## src/rtl/ppu_rp_ram.sv

```systemverilog
// Generic synchronous RAM: one write port, one read port with registered data.
module ppu_rp_ram #(
    parameter int DEPTH = 256,
    parameter int WIDTH = 8,
    parameter int ADDR_BITS = $clog2(DEPTH)
) (
    input  logic                 i_clk,
    input  logic                 i_we,
    input  logic [ADDR_BITS-1:0] i_waddr,
    input  logic [WIDTH-1:0]     i_wdata,
    input  logic                 i_re,
    input  logic [ADDR_BITS-1:0] i_raddr,
    output logic [WIDTH-1:0]     o_rdata
);
    logic [WIDTH-1:0] r_mem [DEPTH];
    logic [WIDTH-1:0] r_rdata;

    always_ff @(posedge i_clk) begin
        if (i_we) begin
            r_mem[i_waddr] <= i_wdata;
        end
    end

    always_ff @(posedge i_clk) begin
        if (i_re) begin
            r_rdata <= r_mem[i_raddr];
        end
    end

    assign o_rdata = r_rdata;
endmodule

```

## config.mk

```make
export PLATFORM = sky130hd
export DESIGN_NAME = ppu_rp_ram
export DESIGN_NICKNAME = d
export VERILOG_FILES = /design/src/rtl/ppu_rp_ram.sv
export SDC_FILE = /design/constraint.sdc
export NUM_CORES = 2
export LEC_CHECK = 0
export ABC_CLOCK_PERIOD_IN_PS = 4400
export BUFFER_PORTS_ARGS = -buffer_cell sky130_fd_sc_hd__buf_2
export CAP_MARGIN = 0
export CORE_UTILIZATION = 45
export CTS_CLUSTER_DIAMETER = 150
export DETAILED_ROUTE_END_ITERATION = 8
export MAX_ROUTING_LAYER = met4
export PLACE_DENSITY = 0.59
export RECOVER_POWER = 100
export SYNTH_ARGS = -nofsm -noshare
export SYNTH_HDL_FRONTEND = slang
export SYNTH_SLANG_ARGS = --single-unit
```

## constraint.sdc

```tcl
create_clock -name i_clk -period 4.4 [get_ports i_clk]
set_input_delay 0.88 -clock i_clk [delete_from_list [all_inputs] [get_ports i_clk]]
set_output_delay 0.88 -clock i_clk [all_outputs]
set_load 0.05 [all_outputs]
```

== Yosys cells after proc, flatten, opt, wreduce, memory -nomap -nowiden ==
Memories as Yosys holds them, arrays and structs flattened. A register that Yosys moved wholly into a read port is not among the register bits.
Cells that the tools add are included.

* Bits in registers: 0
* Memory bits (writable): 2048
* Input bits: 27
* Output and inout port bits: 8
* Word-level logic and storage cells: 3
* Memories: 1

* Mux-type cells: 2

{| class="wikitable"
|+ Memories
! memory !! depth !! bits a word !! read ports !! clocked after memory_dff !! write ports !! RTL line !! text
|-
| r_mem || 256 || 8 || 1 || 1 || 1 || 15 || <nowiki>logic [WIDTH-1:0] r_mem [DEPTH];</nowiki>
|}

{| class="wikitable"
|+ Operator list
! kind !! count
|-
| $mux W1 || 2
|}

== Depth between registers and ports, before layout ==
* Word-level depth: 2
* Gate-level depth with buffers: 11
* Mapped depth without buffers: 6

== Worst setup path before layout ==
Ideal clock, no wire load.

* Path type: input to register
* From: in i_raddr[0]
* To: reg r_rdata[2], in the netlist o_rdata[2] (read register of r_mem), data pin
* Library setup time: 0.269 ns
* Arrival: 2.687 ns
* Slack: 1.444 ns
* Stages: 9
* Path buffers: 4
* Path through: buf_6 -> buf_12 -> buf_8 -> buf_2 -> mux4_2 -> a22oi_1 -> a21oi_1 -> nor4_1 -> nor4_2

{| class="wikitable"
|+ RTL lines
! item !! RTL line !! text
|-
| from (decl) || 12 || <nowiki>input logic [ADDR_BITS-1:0] i_raddr,</nowiki>
|-
| to (decl) || 16 || <nowiki>logic [WIDTH-1:0] r_rdata;</nowiki>
|}

== Final worst setup path ==
* From: in i_waddr[1]
* To: mem r_mem[100][3], enable pin

{| class="wikitable"
|+ RTL lines
! item !! RTL line !! text
|-
| from (decl) || 9 || <nowiki>input logic [ADDR_BITS-1:0] i_waddr,</nowiki>
|-
| to (decl) || 15 ||
|}

No word-level cell before the write port.

==> flow_summary.toml <==
[logic_synthesis]
syn_inst = 3733
ys_types = 54
synth_fp_nets = 3760
synth_warnings = 0
ys_ff_latch = 2056
ys_async_sr_fraction_pct = 0
synthTopCellsByArea = "edfxtp_1 (78%), mux4_2 (13%), mux2i_1 (1.7%)"
synth_fa_ha_area_share_pct = 0
synth_xor_area_share_pct = 0
synth-compound-area-share_pct = 3.42
ys.flop_type = "edfxtp_1"
synth_top_area_share_pct = 77.5
synth_top_family_by_area = "multiplexers"
synth_seq_area_share_pct = 77.5
avgSynthCellArea_um2 = 21.3
synth_edf_count = 2056
synthSimpleGateAreaFrac_pct = 2.63
muxShareOfSynthArea_pct = 14.6
synth_top_area_cell = "edfxtp_1"
synth.cell_area_um2 = 79600

[cells_and_area]
final_core_util_pct = 51.1
synthToLayoutAreaGrowth_pct = 13.0
fin_area_um2 = 90000
drive_gt1_share_pct = 22.3
layout.nets = 4065
fillers = 13900

[sta]
hold_viol = 0
drv_slew = 1017
skew_ns = 0.0267
min_period_over_period_pct = 89.0
period_needed_ns = 3.91
fmax_ghz = 0.255
setup_viol = 0
worst_slew_pin_slew_ns = 3.50
relSlewSlack_pct = -133
rsz0062_at_grt = "false"
setup_slack_ns = 0.486
hold_slack_ns = 0.485

[detailed_routing]
drc_errors = 0
initialDrtViolationCount = 4917
dr.pass1.iters = 6
vias = 39500
totalWireLength_mm = 205
ant_nets = 0
vias_per_cell = 6.02
wire_per_inst_um = 31.3

[status]
violations = "max-capacitance violations, max-slew violations"
status = "complete, but fails checks"

[global_routing]
grt_use_total_pct = 23.7
grt_max_degree = 153
grt_pass1_wl_mm = 294
antenna_found_initial = 11
grt_pass1_vias = 39600
overflow = 0

[worst_setup_path]
crit_family = "buffers and inverters"
path_max_fanout = 13
crit_top_cell = "clkbuf_1"
start_kind = "input pin"
crit_chain = "clkbuf_1 -> nor2_1 -> clkbuf_1 -> nand3_1 -> clkbuf_1 -> nor2_1"
worst_path_largest_cell_delay_ns = 1.59
critPathKind = "in -> reg"
cp.required_ns = 4.77
arrival_ns = 4.28
critPathSlowestCell = "clkbuf_1"
end_kind = "register"
path_buf_inv = 3

[die]
start_util_pct = 45.3
num_rows = 154
die_area_um2 = 179000
die-width_um = 423
pin_count = 35
die_h_um = 423
core_um2 = 176000

[place]
dp_hpwl_mm = 128
preCtsSetupSlack_ns = -0.176
gp_congestion = 0.832
port_buffers = 34
place_area_um2 = 84100

[clock_tree]
clk_latency_ns = 0.84
clock_sinks = 2056
cts.path.max_buffers = 3
clk_pin_slew_ns = 0.06
holdBufCountCts = 0
cts_tree = "built"
htreeDepth = 4
cts_setup_buffers = 0
cts_made_buffers = 208
cts_root_buf = "clkbuf_16"
cts.repair.resized = 0

[pwr]
leakagePower_uw = 0.0276
vdd_drop_max_mv = 0.412
pwr-share-comb_pct = 5.0
power.internal_uw = 32000
p_clk_share_pct = 41.9
p_seq_share_pct = 53.1
power_density_nw_per_um2 = 453
power_uw = 40800
switchingPower_uw = 8760
swShare_pct = 21.5

[hold_path]
min-delay-path-class = "in -> reg"

[job]
maxCapViolCount = 20
-- worst register-to-register path, delay by kind of cell (launching register included) --
family,cells,cell delay (ns)
and+or+nand+nor,1,0.07
AOI/OAI and AO/OA,4,1.53
buffers and inverters,1,0.27
muxes,1,0.47
DFF,1,0.37
-- placed cells by master (no fill, tap or decap), types with 8 or more instances in the layout --
cell type   instances
nand3_1            32
bufinv_16          16
mux2i_1           134
a22oi_1           133
clkbuf_2           15
clkbuf_16         210
buf_4             118
clkinv_2           38
a211oi_1           16
nand2_1            33
a21oi_1            96
clkbuf_1          197
nand4_1            10
nor3_1             21
o21ai_0            10
nor2b_1            28
o221ai_1           46
clkinv_1           54
o22ai_1            28
nor2_1            279
buf_2              10
clkinvlp_4          9
nor4_1             24
edfxtp_1         2056
buf_12             31
a22o_1              8
nand2b_1            8
o211ai_1           10
mux4_2            454
a221oi_1           13
-- per-stage QoR --
| step | instances | setup TNS, ns |
|---|---|---|
| final | 6557 | 0 |
| after global routing | 6555 | 0 |
| after CTS | 6551 | 0 |
| after detailed placement | 6167 | -0.384 |
| after global placement | 6167 | -0.378 |
| after floorplan | 3733 | 0 |
-- layer usage --
metal | wire length [µm] | global-route usage, %
met5 | 0 | -
met3 | 15500 | 3.71
met1 | 86700 | 33.7
met4 | 5030 | 5.83
met2 | 98200 | 36.1
-- cell type report --
class                           count  area, µm²  share of cell area (%)
Timing Repair Buffer              328       2250                    2.50
Clock buffer                      258       5440                    6.04
Tap cell                         2340       2930                    3.25
Clock inverter                    126       1100                    1.22
Antenna cell                        5       12.5                  0.0139
Multi-Input combinational cell   1442      16500                    18.3
Sequential cell                  2056      61700                    68.6
Inverter                            2       7.51                 0.00834
-- state kept, by name, summed over array words and instances (netlist names) --
name and count:
o_rdata 8, r_mem 2048
-- final timing paths --
| kind | slack [ns] | from | to | cells after the start |
|---|---|---|---|---|
| max | 0.49 | i_waddr[1] | r_mem[100][3] | 6 |
| min | 0.49 | i_wdata[7] | r_mem[3][7] | 1 |
| max reg2reg | 1.38 | r_mem[27][3] | o_rdata[3] | 7 |
| min reg2reg | 1.10 | r_mem[43][6] | o_rdata[6] | 5 |
-- cell usage after synthesis, drive strengths merged (28+ instances only) --
master,number
edfxtp,2056
clkbuf,111
a21oi,96
nor2,282
o22ai,28
a22oi,133
o221ai,47
buf,122
nand2,33
mux2i,134
nor2b,31
mux4,456
nand3,34
-- kinds of logic after synthesis --
logic type             after synthesis
DFF                               2056
muxes                              591
and+or+nand+nor                    466
AOI/OAI and AO/OA                  385
buffers and inverters              235
-- power by group through the flow --
| stage | registers (µW) | logic [µW] | clock network, µW |
|---|---|---|---|
| 3_5_place_dp | 22000 | 2080 | 0 |
| 6_report | 21700 | 2040 | 17100 |
| 3_3_place_gp | 22000 | 2060 | 0 |
| 4_1_cts | 21600 | 2090 | 17300 |
| 5_1_grt | 21700 | 2150 | 18000 |
| 2_1_floorplan | 22100 | 1050 | 0 |
Note: power is estimated with default switching activity, not from simulation.
