`config.mk`:
```
export PLATFORM = sky130hd
export DESIGN_NAME = ppu_rp_timing
export DESIGN_NICKNAME = d
export VERILOG_FILES = /design/src/rtl/ppu_rp_pkg.sv /design/src/rtl/ppu_rp_timing.sv
export SDC_FILE = /design/constraint.sdc
export NUM_CORES = 1
export LEC_CHECK = 0
export BUFFER_PORTS_ARGS = -buffer_cell sky130_fd_sc_hd__clkbuf_2
export CORE_MARGIN = 3
export CORE_UTILIZATION = 45
export CTS_BUF_LIST = sky130_fd_sc_hd__clkbuf_2 sky130_fd_sc_hd__clkbuf_4 sky130_fd_sc_hd__clkbuf_8
export CTS_CLUSTER_SIZE = 14
export DETAILED_ROUTE_END_ITERATION = 8
export PLACE_DENSITY_LB_ADDON = 0.12
export SLEW_MARGIN = 20
export SYNTH_ARGS = -nofsm -noshare
export SYNTH_HDL_FRONTEND = slang
export SYNTH_SLANG_ARGS = --single-unit
```
`constraint.sdc`:
```
create_clock -name i_clk -period 7.45 [get_ports i_clk]
set_clock_uncertainty 0.2 [all_clocks]
set_input_delay 0.3725 -clock i_clk [delete_from_list [all_inputs] [get_ports i_clk]]
set_output_delay 0.3725 -clock i_clk [all_outputs]
set_load 0.005 [all_outputs]
```
`src/rtl/ppu_rp_pkg.sv`:
```
// Shared constants, codes and types for the video processor register port.
package ppu_rp_pkg;

    localparam int VIDEO_ADDR_BITS = 14;
    localparam int VIDEO_DEPTH     = 1 << VIDEO_ADDR_BITS;
    localparam int OBJECT_DEPTH    = 256;
    localparam int OBJ_IDX_BITS    = $clog2(OBJECT_DEPTH);
    localparam int PALETTE_DEPTH   = 32;
    localparam int PAL_IDX_BITS    = $clog2(PALETTE_DEPTH);

    localparam int DOTS_PER_LINE   = 341;
    localparam int LINES_PER_FRAME = 262;
    localparam int VBLANK_LINE     = 241;
    localparam int COL_BITS        = $clog2(DOTS_PER_LINE);
    localparam int LINE_BITS       = $clog2(LINES_PER_FRAME);

    localparam logic [COL_BITS:0]    DOTS_LIMIT   = (COL_BITS + 1)'(DOTS_PER_LINE);
    localparam logic [LINE_BITS:0]   LINES_LIMIT  = (LINE_BITS + 1)'(LINES_PER_FRAME);
    localparam logic [LINE_BITS-1:0] VBLANK_ROW   = LINE_BITS'(VBLANK_LINE);
    localparam logic [LINE_BITS-1:0] PRERENDER_ROW = LINE_BITS'(LINES_PER_FRAME - 1);
    localparam logic [COL_BITS-1:0]  EVENT_COL    = COL_BITS'(1);

    localparam logic [15:0] PALETTE_BASE = 16'h3F00;
    localparam logic [15:0] VIDEO_LIMIT  = 16'h4000;
    localparam logic [15:0] STEP_NARROW  = 16'd1;
    localparam logic [15:0] STEP_WIDE    = 16'd32;

    localparam int VBLANK_BIT  = 7;
    localparam int CTRL_NMI_BIT = 7;
    localparam int CTRL_STEP_BIT = 2;

    // item modes
    localparam logic [1:0] MODE_READ  = 2'd0;
    localparam logic [1:0] MODE_WRITE = 2'd1;
    localparam logic [1:0] MODE_TICK  = 2'd2;

    // register numbers
    localparam logic [2:0] REG_CTRL     = 3'd0;
    localparam logic [2:0] REG_MASK     = 3'd1;
    localparam logic [2:0] REG_STATUS   = 3'd2;
    localparam logic [2:0] REG_OBJ_ADDR = 3'd3;
    localparam logic [2:0] REG_OBJ_DATA = 3'd4;
    localparam logic [2:0] REG_SCROLL   = 3'd5;
    localparam logic [2:0] REG_VADDR    = 3'd6;
    localparam logic [2:0] REG_DATA     = 3'd7;

    typedef struct packed {
        logic set_vblank;
        logic clr_vblank;
    } t_frame_evt;

endpackage

```
`src/rtl/ppu_rp_timing.sv`:
```
// Dot and line counter; flags the vblank start and pre-render dots.
module ppu_rp_timing (
    input  logic                  i_clk,
    input  logic                  i_rst_n,
    input  logic                  i_tick,
    output ppu_rp_pkg::t_frame_evt o_evt
);
    logic [ppu_rp_pkg::COL_BITS-1:0]  r_col, n_col;
    logic [ppu_rp_pkg::LINE_BITS-1:0] r_line, n_line;
    logic [ppu_rp_pkg::COL_BITS:0]    w_col_inc;
    logic [ppu_rp_pkg::LINE_BITS:0]   w_line_inc;

    always_comb begin
        w_col_inc  = {1'b0, r_col} + 1'b1;
        w_line_inc = {1'b0, r_line} + 1'b1;
        if (w_col_inc >= ppu_rp_pkg::DOTS_LIMIT) begin
            n_col = '0;
            if (w_line_inc >= ppu_rp_pkg::LINES_LIMIT) begin
                n_line = '0;
            end else begin
                n_line = w_line_inc[ppu_rp_pkg::LINE_BITS-1:0];
            end
        end else begin
            n_col  = w_col_inc[ppu_rp_pkg::COL_BITS-1:0];
            n_line = r_line;
        end
    end

    // events look at the position the tick moves to
    assign o_evt.set_vblank = (n_line == ppu_rp_pkg::VBLANK_ROW) &&
                              (n_col == ppu_rp_pkg::EVENT_COL);
    assign o_evt.clr_vblank = (n_line == ppu_rp_pkg::PRERENDER_ROW) &&
                              (n_col == ppu_rp_pkg::EVENT_COL);

    always_ff @(posedge i_clk) begin
        if (!i_rst_n) begin
            r_col  <= '0;
            r_line <= '0;
        end else if (i_tick) begin
            r_col  <= n_col;
            r_line <= n_line;
        end
    end
endmodule

```
* Word-level counts from Yosys, hierarchy flattened
Cells that the tools add are included.
Word-level totals: flip-flop bits (word level) 18, output and inout port bits 2, word-level logic and storage cells 14
Cells by class: add/sub/neg operators 2, magnitude comparators 2, equal/unequal tests 3, muxes and demuxes 3, reduce and logical (&&, ||, !) cells 2
Operators by type and width (count):
- $mux 9 | 3
- $add 9x1->10 const B | 2
- $ge 10x9->1 const B | 2
- $eq 9x1->1 const B | 1
- $eq 9x8->1 const B | 1
- $eq 9x9->1 const B | 1
- $logic_and 1x1->1 | 2

* Logic depth before layout (Yosys ltp)
depth in word-level cells 6, mapped depth 11, mapped depth without buffers 10

* Least setup slack after synthesis
OpenSTA, ideal clock, no wires.
path type reg-to-output, from register r_col[0] (netlist name), to output o_evt[1] (netlist name), arrival 2.275 ns, data required time 6.878 ns, slack 4.603 ns, cell stages (with the launch flop) 8, cell sequence dfxtp_1 inv_1 ha_1 or4b_2 nor3_1 o2111ai_1 or3b_1 a2111oi_2
RTL lines:
- start, declared | RTL line ppu_rp_timing.sv:8 | logic [ppu_rp_pkg::COL_BITS-1:0] r_col, n_col;
- start signal, assigned | RTL line ppu_rp_timing.sv:40 | r_col <= n_col;
- end, declared | RTL line ppu_rp_timing.sv:6 | output ppu_rp_pkg::t_frame_evt o_evt

==> results.md <==
Timing:
- The minimum period implied by the final worst setup slack is 3.76 ns.
- The maximum achievable frequency is 266 MHz.
- The count of endpoints failing hold in the final timing report is 0.
- Setup repair after global routing left no endpoint under its margin.
- The setup violation total in the final timing report is 0.
- Of the available clock period, the critical path in the final layout requires 50.5%.
- The pin slew with the least headroom to its limit is 0.418 ns.
- The relative max-transition margin is 71.9%.
- The count of final max-slew check failures is 0.
- After routing, the total negative slack on setup checks comes to 0 ns.

Status:
- The run finished with clean final reports.

Placed design:
- The HPWL after detailed placement is 2.65 mm.
- After detailed placement, the design holds a cell count of 240.
- The count of buffers inserted at the top-level ports is 4.
- At the end of routability-driven placement, the weighted congestion stood at 0.836.

Final layout:
- The fraction of final layout cells with drive strength greater than 1 is 9.05%.
- After the last flow step, the layout net total stands at 208.
- The repair_antennas step left the layout with diodes totalling 0.
- The most frequent standard cell in the layout excluding fill and tap cells is sky130_fd_sc_hd__nand2_1.
- The synthesis-to-finish area growth is -2.06%.
- In the layout the commonest cells are 24 x sky130_fd_sc_hd__nand2_1, 18 x sky130_fd_sc_hd__dfxtp_1, 17 x sky130_fd_sc_hd__nor2_1, 16 x sky130_fd_sc_hd__a21oi_1, 10 x sky130_fd_sc_hd__nand3_1.
- The finished layout holds 243 standard cells, fillers aside.

Setup path:
- The kind of cell adding the most delay to the critical path is simple AND/OR/NAND/NOR gates.
- The signal on the critical path passes through ha_1 -> and4_4 -> and3_4 -> nor3_1 -> o21ai_2 -> and2_4 -> o2111ai_1 -> or3b_1 -> a2111oi_2 -> clkbuf_2.
- The maximum fanout encountered on the critical timing path is 13.
- Among all stages on the critical path, the largest delay is contributed by sky130_fd_sc_hd__or3b_1.
- In this design, the stage delay of the slowest critical-path cell is 0.43 ns.
- Together, buffers and inverters on the worst path number 1.
- The kind of start point of the critical path is a flop.
- The kind of capture point of the worst setup path is an output pin.
- The path type of the worst setup path is reg -> out.
- STA puts the critical path data required time at 6.88 ns.
- The data arrival time of the worst path is 3.19 ns.

Floorplan:
- The core region is 0.00320 sq mm.
- The horizontal extent of the die is 65.3 um.
- The die area is 0.00426 sq mm.
- For this configuration, the core starts out at a cell density of 49.3%.
- Pin placement for this block handled 5 I/O pins.
- The vertical extent of the die is 65.3 um.
- The number of standard-cell rows in the floorplan is 20.

Flow run:
- The max-cap violation count is 0.

Detailed routing:
- The count of antenna-violating nets left after detailed routing is 0.
- The per-cell via count in the routed design is 6.19.
- In this run, the number of DRC markers left after iteration 0 of detailed routing was 140.
- The routed design has 3.72 mm of wire.
- After detailed routing, the average wire length per cell comes to 15.3 um.
- After detailed routing, the number of remaining DRC violations is 0.
- For this run, the detailed router's first-pass iteration total came to 4.
- The via count is 1,505.

Global route:
- The total overflow left after global routing is 0.
- The number of global-route vias before repair is 1,337.
- The number of antenna violations at the first check in global routing is 0.
- Entering global routing, the biggest net connects 23 pins.
- The first-pass GRT wire length is 6.33 mm.
- The global-route usage over all layers is 18.5%.

Yosys:
- The primary flip-flop cell chosen by synthesis mapping is sky130_fd_sc_hd__dfxtp_1.
- The cell area that synthesis handed to floorplanning was 0.00158 sq mm.
- For this run, asynchronously set or reset flops after synthesis account for 0%.
- The average cell area after synthesis is 7.42 sq um.
- The share of the yosys chip area belonging to registers is 22.8%.
- The register bit total from synthesis is 18.
- The distinct cell type count after synthesis is 56.
- The number of instances in the synthesized netlist is 213.
- The count of warnings emitted by yosys is 0.
- The post-synthesis net count is 220.
- In this run, synthesis inferred 0 flip-flops with an integrated enable.

Clock network:
- Once the clock tree was built, the resizer swapped 0 gates to a different size.
- In this run the number of H-tree levels came out at 1.
- The number of buffers added by the clock tree synthesis step is 3.
- After clock tree synthesis, the setup repair step added 0 buffers.
- The insertion delay to the later sink of the worst-skew pair is 0.29 ns.
- Clock tree synthesis found a total of 18 sinks.
- The largest buffer count on any clock path is 2.
- The clock tree from TritonCTS is yes.
- The root buffer selected by CTS is sky130_fd_sc_hd__clkbuf_4.
- The CTS clock-pin slew for the worst setup and hold paths is 0.11 ns.
- The count of hold-fix buffers inserted at cts is 0.

Min path:
- The worst min-delay path category is in -> reg.

Power:
- The worst-case IR drop observed on VDD is 97.9 uV.
- The ratio of total power to cell area is 109 mW/mm^2.
- The reported leakage power is 0.586 nW.
[per-layer routing]
metal / vias to the layer above / routed length (um) / global-route usage (%)
li1: 747 / - / -
met1: 711 / 1860 / 26.9
met2: 45 / 1610 / 27.7
met3: 2 / 243 / 2.56
met4: 0 / 10 / 6.74
met5: - / 0 / 0
[sequential cells by signal, summed over array words and instances, names as in the netlist]
| register | count |
|---|---|
| r_col | 9 |
| r_line | 9 |
[cells by family (layout without fill, tap and decap cells)]
logic type               count (synthesis)  after routing  share of synthesized area (%)
AO/OA/AOI/OAI                           66             66                           30.8
XOR/XNOR                                 3              3                           1.66
adder cells (fa/ha/maj)                  4              4                           3.17
buffers and inverters                   28             14                           9.90
flip-flops                              18             18                           22.8
multiplexers                             2              2                           1.27
AND/OR/NAND/NOR                         92             92                           30.4
[cell usage after synthesis, types with 2 or more instances]
| cell type | instances | share of area [%] |
|---|---|---|
| sky130_fd_sc_hd__a211oi_1 | 4 | 1.9 |
| sky130_fd_sc_hd__a21boi_0 | 5 | 2.4 |
| sky130_fd_sc_hd__a21o_1 | 3 | 1.4 |
| sky130_fd_sc_hd__a21oi_1 | 16 | 5.1 |
| sky130_fd_sc_hd__a22oi_1 | 2 | 0.95 |
| sky130_fd_sc_hd__a31oi_1 | 2 | 0.79 |
| sky130_fd_sc_hd__and2_1 | 2 | 0.79 |
| sky130_fd_sc_hd__and3_1 | 7 | 2.8 |
| sky130_fd_sc_hd__buf_1 | 2 | 0.48 |
| sky130_fd_sc_hd__buf_2 | 5 | 1.6 |
| sky130_fd_sc_hd__buf_4 | 4 | 1.9 |
| sky130_fd_sc_hd__buf_6 | 4 | 2.9 |
| sky130_fd_sc_hd__clkbuf_1 | 6 | 1.4 |
| sky130_fd_sc_hd__dfxtp_1 | 18 | 23 |
| sky130_fd_sc_hd__ha_1 | 4 | 3.2 |
| sky130_fd_sc_hd__inv_1 | 6 | 1.4 |
| sky130_fd_sc_hd__mux2i_1 | 2 | 1.3 |
| sky130_fd_sc_hd__nand2_1 | 24 | 5.7 |
| sky130_fd_sc_hd__nand2b_1 | 4 | 1.6 |
| sky130_fd_sc_hd__nand3_1 | 10 | 3.2 |
| sky130_fd_sc_hd__nand4b_1 | 2 | 1.1 |
| sky130_fd_sc_hd__nor2_1 | 17 | 4.0 |
| sky130_fd_sc_hd__nor2b_1 | 2 | 0.79 |
| sky130_fd_sc_hd__nor3_1 | 9 | 2.9 |
| sky130_fd_sc_hd__nor3b_1 | 3 | 1.4 |
| sky130_fd_sc_hd__nor4_1 | 3 | 1.2 |
| sky130_fd_sc_hd__o211ai_1 | 3 | 1.4 |
| sky130_fd_sc_hd__o21a_1 | 7 | 3.3 |
| sky130_fd_sc_hd__o21ai_0 | 7 | 2.2 |
| sky130_fd_sc_hd__or3_1 | 2 | 0.79 |
| sky130_fd_sc_hd__xnor2_1 | 3 | 1.7 |
[final cells by class]
type | instances | area (sq um)
tap | 44 | 55.1
timing repair buffer | 4 | 20.0
sequential | 18 | 360
multi-input combinational | 167 | 1060
fill | 343 | 1660
clock buffer | 3 | 22.5
inverter | 7 | 26.3
[worst register-to-register path, cell delays in order (launching register included)]
cell and delay [ns]:
sky130_fd_sc_hd__dfxtp_1 0.42, sky130_fd_sc_hd__ha_1 0.42, sky130_fd_sc_hd__nand3_1 0.18, sky130_fd_sc_hd__or3_1 0.35
sky130_fd_sc_hd__a21oi_2 0.14, sky130_fd_sc_hd__o21ai_2 0.09, sky130_fd_sc_hd__nand2_1 0.28, sky130_fd_sc_hd__nand2_1 0.23
sky130_fd_sc_hd__o21a_1 0.24, sky130_fd_sc_hd__o21a_1 0.17
[per-stage QoR]
| stage | worst slack, ns | cell area [sq um] | util (%) | total power, mW | hold WS, ns |
|---|---|---|---|---|---|
| floorplan | 4.60 | 1580 | - | 0.117 | 0.283 |
| global placement | 4.07 | 1530 | 47.6 | 0.120 | 0.310 |
| detailed placement | 4.04 | 1530 | 47.6 | 0.121 | 0.324 |
| CTS | 3.70 | 1550 | 48.3 | 0.170 | 0.222 |
| global route | 3.42 | 1550 | 48.3 | 0.177 | 0.228 |
| finish | 3.69 | 1550 | 48.3 | 0.168 | 0.231 |
[where the power goes]
group          switching [mW]  internal [mW]  leakage, nW
Sequential            0.00396         0.0983        0.146
Clock                  0.0309         0.0188       0.0138
Combinational          0.0102        0.00626        0.427
[worst paths after layout]
path	depth (start not counted)	endpoint	startpoint	slack, ns
hold reg to reg	2	r_col[1]	r_col[1]	0.33
setup reg to reg	9	r_line[3]	r_col[0]	4.64
setup / recovery	10	o_evt[1]	r_col[0]	3.69
hold / removal	2	r_col[4]	i_rst_n	0.23
Power figures use the tool's default switching activity.
